<file path="src/rtl/core/frs_pkg.sv">
// Package for the frame resequencing sorter: frame type, sizes and state codes.
// Depends on nothing; used by frs_cell and frame_resequencing_sorter.
`default_nettype none

package frs_pkg;

  localparam int MAX_FRAMES        = 16;
  localparam int MAX_PAYLOAD_BYTES = 10;

  localparam int SEQ_W = 8;
  localparam int LEN_W = 4;
  localparam int PLO_W = 64;
  localparam int PHI_W = 16;

  typedef struct packed {
    logic [SEQ_W-1:0] seq;
    logic [LEN_W-1:0] len;
    logic [PLO_W-1:0] plo;
    logic [PHI_W-1:0] phi;
  } frame_t;

  // per-cycle command broadcast down the chain
  typedef struct packed {
    logic insert;
    logic shift;
  } chain_ctrl_t;

  typedef enum logic {
    ST_FILL,
    ST_DRAIN
  } sort_state_t;

  // clamp the length and zero the bytes at or beyond it
  function automatic frame_t make_frame(logic [SEQ_W-1:0] seq, logic [LEN_W-1:0] len,
                                        logic [PLO_W-1:0] lo, logic [PHI_W-1:0] hi);
    frame_t f;
    logic [LEN_W-1:0] n;
    n = (len > LEN_W'(MAX_PAYLOAD_BYTES)) ? LEN_W'(MAX_PAYLOAD_BYTES) : len;
    f.seq = seq;
    f.len = n;
    f.plo = lo;
    f.phi = hi;
    for (int b = 0; b < PLO_W / 8; b++) begin
      if (LEN_W'(b) >= n) f.plo[b*8 +: 8] = 8'h00;
    end
    for (int b = 0; b < PHI_W / 8; b++) begin
      if (LEN_W'(b + PLO_W / 8) >= n) f.phi[b*8 +: 8] = 8'h00;
    end
    return f;
  endfunction

endpackage

`default_nettype wire

</file>
<file path="src/rtl/core/frs_cell.sv">
// One cell of the insertion chain: holds one frame and its valid bit.
// Depends on frs_pkg.
`default_nettype none

module frs_cell (
  input  wire                       clk,
  input  wire                       rst_n,
  input  wire frs_pkg::chain_ctrl_t ctrl,
  input  wire frs_pkg::frame_t      ins_frame,
  input  wire                       prev_gt,
  input  wire                       prev_valid,
  input  wire frs_pkg::frame_t      prev_frame,
  input  wire                       next_valid,
  input  wire frs_pkg::frame_t      next_frame,
  output logic                      gt,
  output logic                      valid,
  output frs_pkg::frame_t           frame
);
  import frs_pkg::*;

  logic   valid_r, valid_nxt;
  frame_t frame_r, frame_nxt;

  // empty cells count as +inf; strict compare keeps equal keys in arrival order
  assign gt = !valid_r || (frame_r.seq > ins_frame.seq);

  always_comb begin
    valid_nxt = valid_r;
    frame_nxt = frame_r;
    if (ctrl.shift) begin
      valid_nxt = next_valid;
      frame_nxt = next_frame;
    end else if (ctrl.insert && gt) begin
      if (prev_gt) begin
        valid_nxt = prev_valid;
        frame_nxt = prev_frame;
      end else begin
        valid_nxt = 1'b1;
        frame_nxt = ins_frame;
      end
    end
  end

  always_ff @(posedge clk) begin
    if (!rst_n) begin
      valid_r <= 1'b0;
    end else begin
      valid_r <= valid_nxt;
    end
    frame_r <= frame_nxt;
  end

  assign valid = valid_r;
  assign frame = frame_r;

endmodule

`default_nettype wire

</file>
<file path="src/rtl/core/frame_resequencing_sorter.sv">
// Frame resequencing sorter top level: chain of frs_cell plus fill/drain control.
// Depends on frs_pkg and frs_cell.
`default_nettype none

// Usage
//  Input channel (in_*): one frame per word. Each accepted frame is placed in a
//  sorted chain of MAX_FRAMES cells in the cycle it is accepted, after any frame
//  with an equal sequence number. A frame arriving with the chain full is
//  dropped and sets the overflow flag.
//  A word with in_set_end high closes the set: the block stalls its input and
//  drains the chain on the output channel (out_*), lowest sequence number
//  first, with out_last on the final word and out_overflowed on every word.
//  Throughput: one frame per cycle while filling; one word per cycle while
//  draining unless the receiver stalls. The first sorted word is valid the
//  cycle after the closing frame is accepted; the input stays stalled until
//  the last word of the set is taken. The rates are set by the chain, which
//  either inserts or unloads, never both at once.
//  out_stall holds the head cell in place; nothing is lost or repeated.
//  Reset (rst_n low, synchronous) empties the chain, clears the overflow flag
//  and returns to filling. No clearing pass is needed.
module frame_resequencing_sorter (
  input  wire                         clk,
  input  wire                         rst_n,
  input  wire                         in_valid,
  output logic                        in_stall,
  input  wire  [frs_pkg::SEQ_W-1:0]   in_seq_num,
  input  wire  [frs_pkg::LEN_W-1:0]   in_frame_len,
  input  wire  [frs_pkg::PLO_W-1:0]   in_payload_low,
  input  wire  [frs_pkg::PHI_W-1:0]   in_payload_high,
  input  wire                         in_set_end,
  output logic                        out_valid,
  input  wire                         out_stall,
  output logic [frs_pkg::SEQ_W-1:0]   out_seq,
  output logic [frs_pkg::LEN_W-1:0]   out_len,
  output logic [frs_pkg::PLO_W-1:0]   out_payload_low,
  output logic [frs_pkg::PHI_W-1:0]   out_payload_high,
  output logic                        out_last,
  output logic                        out_overflowed
);
  import frs_pkg::*;

  sort_state_t state_r, state_nxt;
  logic        drop_r, drop_nxt;

  chain_ctrl_t            ctrl;
  frame_t                 ins_frame;
  frame_t                 cell_frame [MAX_FRAMES];
  logic [MAX_FRAMES-1:0]  cell_vld;
  logic [MAX_FRAMES-1:0]  cell_gt;

  logic in_acc;
  logic out_acc;
  logic full;
  logic drain_done;

  // ---------------------------------------------------------------------------
  // input side
  // ---------------------------------------------------------------------------
  assign ins_frame = make_frame(in_seq_num, in_frame_len, in_payload_low, in_payload_high);
  assign full      = cell_vld[MAX_FRAMES-1];
  assign in_acc    = in_valid && !in_stall;
  assign out_acc   = out_valid && !out_stall;
  assign drain_done = out_acc && out_last;

  // ---------------------------------------------------------------------------
  // cell chain: insert broadcasts the new word, shift unloads toward cell 0
  // ---------------------------------------------------------------------------
  for (genvar i = 0; i < MAX_FRAMES; i++) begin : g_cell
    logic   prev_gt;
    logic   prev_valid;
    frame_t prev_frame;
    logic   next_valid;
    frame_t next_frame;

    if (i == 0) begin : g_head
      assign prev_gt    = 1'b0;
      assign prev_valid = 1'b0;
      assign prev_frame = ins_frame;
    end else begin : g_body
      assign prev_gt    = cell_gt[i-1];
      assign prev_valid = cell_vld[i-1];
      assign prev_frame = cell_frame[i-1];
    end

    if (i == MAX_FRAMES - 1) begin : g_tail
      assign next_valid = 1'b0;
      assign next_frame = cell_frame[i];
    end else begin : g_mid
      assign next_valid = cell_vld[i+1];
      assign next_frame = cell_frame[i+1];
    end

    frs_cell u_cell (
      .clk        (clk),
      .rst_n      (rst_n),
      .ctrl       (ctrl),
      .ins_frame  (ins_frame),
      .prev_gt    (prev_gt),
      .prev_valid (prev_valid),
      .prev_frame (prev_frame),
      .next_valid (next_valid),
      .next_frame (next_frame),
      .gt         (cell_gt[i]),
      .valid      (cell_vld[i]),
      .frame      (cell_frame[i])
    );
  end

  // ---------------------------------------------------------------------------
  // control: next state
  // ---------------------------------------------------------------------------
  always_comb begin
    state_nxt = state_r;
    case (state_r)
      ST_FILL: begin
        if (in_acc && in_set_end) state_nxt = ST_DRAIN;
      end
      ST_DRAIN: begin
        if (drain_done) state_nxt = ST_FILL;
      end
      default: state_nxt = ST_FILL;
    endcase
  end

  // control: outputs
  always_comb begin
    in_stall    = 1'b1;
    out_valid   = 1'b0;
    ctrl.insert = 1'b0;
    ctrl.shift  = 1'b0;
    case (state_r)
      ST_FILL: begin
        in_stall    = 1'b0;
        ctrl.insert = in_acc && !full;
      end
      ST_DRAIN: begin
        out_valid  = cell_vld[0];
        ctrl.shift = out_acc;
      end
      default: begin
        in_stall = 1'b1;
      end
    endcase
  end

  // overflow flag: set on a drop, cleared once the set is fully unloaded
  always_comb begin
    drop_nxt = drop_r;
    if (drain_done)         drop_nxt = 1'b0;
    else if (in_acc && full) drop_nxt = 1'b1;
  end

  always_ff @(posedge clk) begin
    if (!rst_n) begin
      state_r <= ST_FILL;
      drop_r  <= 1'b0;
    end else begin
      state_r <= state_nxt;
      drop_r  <= drop_nxt;
    end
  end

  // head cell drives the result word directly (already registered)
  assign out_seq          = cell_frame[0].seq;
  assign out_len          = cell_frame[0].len;
  assign out_payload_low  = cell_frame[0].plo;
  assign out_payload_high = cell_frame[0].phi;
  assign out_last         = !cell_vld[1];
  assign out_overflowed   = drop_r;

  // ---------------------------------------------------------------------------
  // checks
  // ---------------------------------------------------------------------------
  logic order_bad;
  always_comb begin
    order_bad = 1'b0;
    for (int i = 0; i < MAX_FRAMES - 1; i++) begin
      if (cell_vld[i+1] && (cell_frame[i].seq > cell_frame[i+1].seq)) order_bad = 1'b1;
    end
  end

  a_sorted: assert property (@(posedge clk) disable iff (!rst_n) !order_bad)
    else $error("chain out of order");

  a_prefix: assert property (@(posedge clk) disable iff (!rst_n)
    (cell_vld & (cell_vld + 1'b1)) == '0)
    else $error("valid cells not contiguous from head");

  a_drain_nonempty: assert property (@(posedge clk) disable iff (!rst_n)
    (state_r == ST_DRAIN) |-> cell_vld[0])
    else $error("drain with empty chain");

  a_empty_after: assert property (@(posedge clk) disable iff (!rst_n)
    drain_done |=> (cell_vld == '0) && !drop_r)
    else $error("chain or flag not cleared after last word");

  a_drop_full: assert property (@(posedge clk) disable iff (!rst_n)
    (in_acc && full) |=> drop_r)
    else $error("drop not flagged");

endmodule

`default_nettype wire

</file>
<file path="config.mk">
export PLATFORM = sky130hd
export DESIGN_NAME = frame_resequencing_sorter
export DESIGN_NICKNAME = d
export VERILOG_FILES = /design/src/rtl/core/frs_pkg.sv /design/src/rtl/core/frs_cell.sv /design/src/rtl/core/frame_resequencing_sorter.sv
export SDC_FILE = /design/constraint.sdc
export NUM_CORES = 2
export LEC_CHECK = 0
export BUFFER_PORTS_ARGS = -buffer_cell sky130_fd_sc_hd__clkbuf_2
export CORE_AREA = 5 5 397 399
export DETAILED_ROUTE_END_ITERATION = 10
export DIE_AREA = 0 0 402 404
export PLACE_DENSITY = 0.72
export SLEW_MARGIN = 20
export SYNTH_ARGS = -nofsm -noshare
export SYNTH_HDL_FRONTEND = slang
export SYNTH_SLANG_ARGS = --single-unit
</file>
<file path="constraint.sdc">
create_clock -name clk -period 9.8 [get_ports clk]
set_clock_uncertainty 0.1 [all_clocks]
set_input_delay 1.47 -clock clk [delete_from_list [all_inputs] [get_ports clk]]
set_output_delay 1.47 -clock clk [all_outputs]
set_load 0.01 [all_outputs]
</file>
==> results by group <==
Die
  – Die X-Extent: 402 um
  – Core Footprint: approximately 0.15 sq mm
  – Die area: between 0.15 and 0.2 sq mm
  – Top Ports: about 190
  – Initial core utilization: between 40% and 50%
  – Number of cell rows: about 140
  – Die height: a little over 400 um

Global route
  – Initial antenna violation count: 3
  – Number of global-route vias before repair: approximately 60000
  – First-pass GRT wire length: about 370000 um
  – Total GRT Usage: between 20% and 30%
  – Global route overflow: 0
  – Largest net degree at the start of global routing: around 240

Clocking
  – Number of hold buffers added after CTS: 0
  – CTS tree: built
  – Clock transition at path regs: ~60 ps
  – CTS buffer count: roughly 150
  – Later-pin clock latency in the skew report: 800 ps
  – Resized Gates After CTS: 0
  – Clock Sinks: between 1000 and 1500
  – Post-CTS setup buffers: 0
  – Clock tree buffer depth: 3
  – Clock Tree Root: clkbuf_16
  – H-tree depth: 4

Layout
  – Filler instances: roughly 13000
  – FF/Latch Area: 0.0446 sq mm
  – Synth-to-layout area growth: 7.77%
  – Layout cells sized above 1: under 10%
  – Multi-input gate area: 0.0285 sq mm
  – Nets: 7948

Status
  – Status: finished with violations
  – Failing checks: design-rule violations

Place
  – DP Wirelength: between 100000 and 150000 um
  – GPL Wtd Cong: about 0.89
  – Post-Place Worst Slack: 3670 ps
  – Port Buffers: between 150 and 200

Critical path
  – CP arrival: 5790 ps
  – Crit path capture type: flop
  – Startpoint Class: input port
  – CP Max Fanout: 48
  – Setup CP Type: in2reg
  – Critical Path RT: between 10000 and 15000 ps

Logic synthesis
  – Synth Cell Area: ~0.076 sq mm
  – Synth area leaders: edfxtp_1 58%, a21oi_1 15%, nand2_1 7.0%
  – Post-synthesis sequential area ratio: 58.3%
  – Dominant synthesized flop cell: edfxtp_1
  – Post-synth net total: ~8200
  – Seq cells post-synth: between 1000 and 1500
  – Synth Instances: 8024
  – Post-synth EDFFs: 1472
  – Post-synth top area share: about 58%
  – Yosys warning count: 0
  – Post-synth cell types: 55
  – Avg Cell Area, Syn: 9.52 sq um
  – Ys async rst share: 0%
  – Top cell type by total area after synthesis: edfxtp_1
  – Most frequent cell after synthesis: a21oi_1
  – Commonest cells in the synthesized netlist: 2343 x a21oi_1, 1472 x edfxtp_1, 1416 x nand2_1

Timing
  – Worst setup margin: 4310 ps
  – Slew HR: between 10% and 20%
  – Hold slack: 425 ps
  – Setup TNS: 0 ps
  – Max Transition Viols Final: 0
  – Worst-margin pin slew: 1280 ps
  – Period utilisation layout: a little under three fifths
  – Final setup fails: 0
  – Fmax: around 0.18 GHz
  – Final hold vios: 0
  – RSZ-0062 raised after global routing: no
  – Tmin final: 5490 ps

Route
  – Wire per inst: approximately 25 um
  – ANT nets after route: 0
  – DRT Pass-1 Iters: 11
  – Drc violations: 1
  – Via Count: roughly 63000
  – Routed vias/inst: between 6 and 7
  – Final wirelength: 244000 um
  – DRT iter0 DRCs: around 9300

Min path
  – HP Class: reg2reg

Power
  – Worst IR Drop VDD: between 0.15 and 0.2 mV
  – Power density cells: between 150 and 200 mW/mm^2
  – Leak: 31.0 nW

Job
  – Max-Cap Viols: 0
==> cell usage in the layout, fill, tap and decap left out, types with 8 or more instances in the layout <==
master / netlist / layout
a21oi_1: 2343 / 2343
edfxtp_1: 1472 / 1472
nand2_1: 1416 / 1411
nor2_1: 1286 / 1285
clkbuf_2: 22 / 192
clkbuf_16: 0 / 156
a221o_1: 145 / 144
ha_1: 120 / 120
buf_4: 75 / 102
mux2_2: 89 / 89
inv_1: 41 / 40
clkbuf_1: 323 / 40
nand3_1: 35 / 35
clkinv_1: 0 / 35
nor2b_2: 0 / 31
nor2b_1: 57 / 26
o21a_1: 23 / 23
o21ai_0: 36 / 22
and2_1: 22 / 20
a22oi_1: 20 / 20
clkinv_2: 0 / 18
dfxtp_1: 18 / 18
o211ai_1: 15 / 15
o21ai_4: 0 / 14
a21o_1: 14 / 13
nand4_1: 12 / 12
and3_1: 11 / 11
buf_12: 0 / 10
and4_1: 9 / 9
o211a_4: 0 / 9
and2_0: 9 / 8
o2bb2ai_1: 8 / 8
==> path summary, 6_finish.rpt <==
path                                           startpoint                    endpoint  slack, ps  cells past startpoint
worst max-delay path                        in_seq_num[6]   g_cell[9].u_cell.frame[0]       4310                     10
worst min-delay path            g_cell[1].u_cell.frame[0]   g_cell[0].u_cell.frame[0]        420                      2
worst max register to register     g_cell[0].u_cell.valid  g_cell[2].u_cell.frame[43]       5500                      7
worst min register to register  g_cell[1].u_cell.frame[0]   g_cell[0].u_cell.frame[0]        420                      2
==> cell type report <==
| cell class | count | area share (%) |
|---|---|---|
| sequential | 1490 | 54.1 |
| clock buffer | 199 | 4.98 |
| antenna | 1 | 0.00304 |
| multi-input combinational | 5739 | 34.6 |
| inverter | 41 | 0.193 |
| tap | 2044 | 3.11 |
| clock inverter | 73 | 0.576 |
| timing repair buffer | 305 | 2.37 |
==> flip-flops by register name, indices dropped and copies added, names as in the netlist <==
register / flops
state_r: 1
out_overflowed: 1
g_cell.u_cell.valid: 16
g_cell.u_cell.frame: 1472
==> critical path: stages <==
cell and delay (ps):
clkbuf_2 440, inv_1 530, ha_1 460, and3_1 180
nand3_1 100, nand3_1 130, o211a_4 520, o21ai_4 230
buf_4 730, buf_4 860
==> report_power, final <==
group	leakage, nW	switching (mW)	total (mW)	internal [mW]
logic	14.3	1.20	1.77	0.563
clock network	2.21	2.53	5.55	3.02
registers	14.4	0.386	8.29	7.90
==> cell families (layout without fill, tap and decap cells) <==
group                    count (synthesis)  count (layout)  synth area share (%)
multiplexers                            91              91                  1.34
other                                    0               1                     0
buffers and inverters                  795             618                  4.85
adder cells (fa/ha/maj)                120             120                  1.97
AND/OR/NAND/NOR                       2882            2882                  14.7
AO/OA/AOI/OAI                         2646            2646                  18.8
flip-flops                            1490            1490                  58.3
==> routing by layer <==
metal | track usage [%] | routed length, um | vias to the layer above
met1 | 38.5 | 92400 | 30597
met2 | 45.6 | 112000 | 4256
met3 | 6.05 | 28900 | 645
li1 | - | - | 27749
met4 | 12.8 | 11000 | 2
met5 | 0 | 13 | -
==> metrics by stage <==
| stage | utilization, % | total power, mW | cell area, sq um | std cells |
|---|---|---|---|---|
| global route | 53.6 | 16.1 | 82300 | 9891 |
| floorplan | - | 9.48 | 76400 | 8024 |
| global placement | 50.6 | 10.0 | 77600 | 9618 |
| finish | 53.6 | 15.6 | 82300 | 9892 |
| detailed placement | 50.6 | 10.1 | 77700 | 9618 |
| CTS | 53.6 | 15.6 | 82200 | 9890 |
Power figures use the tool's default switching activity.
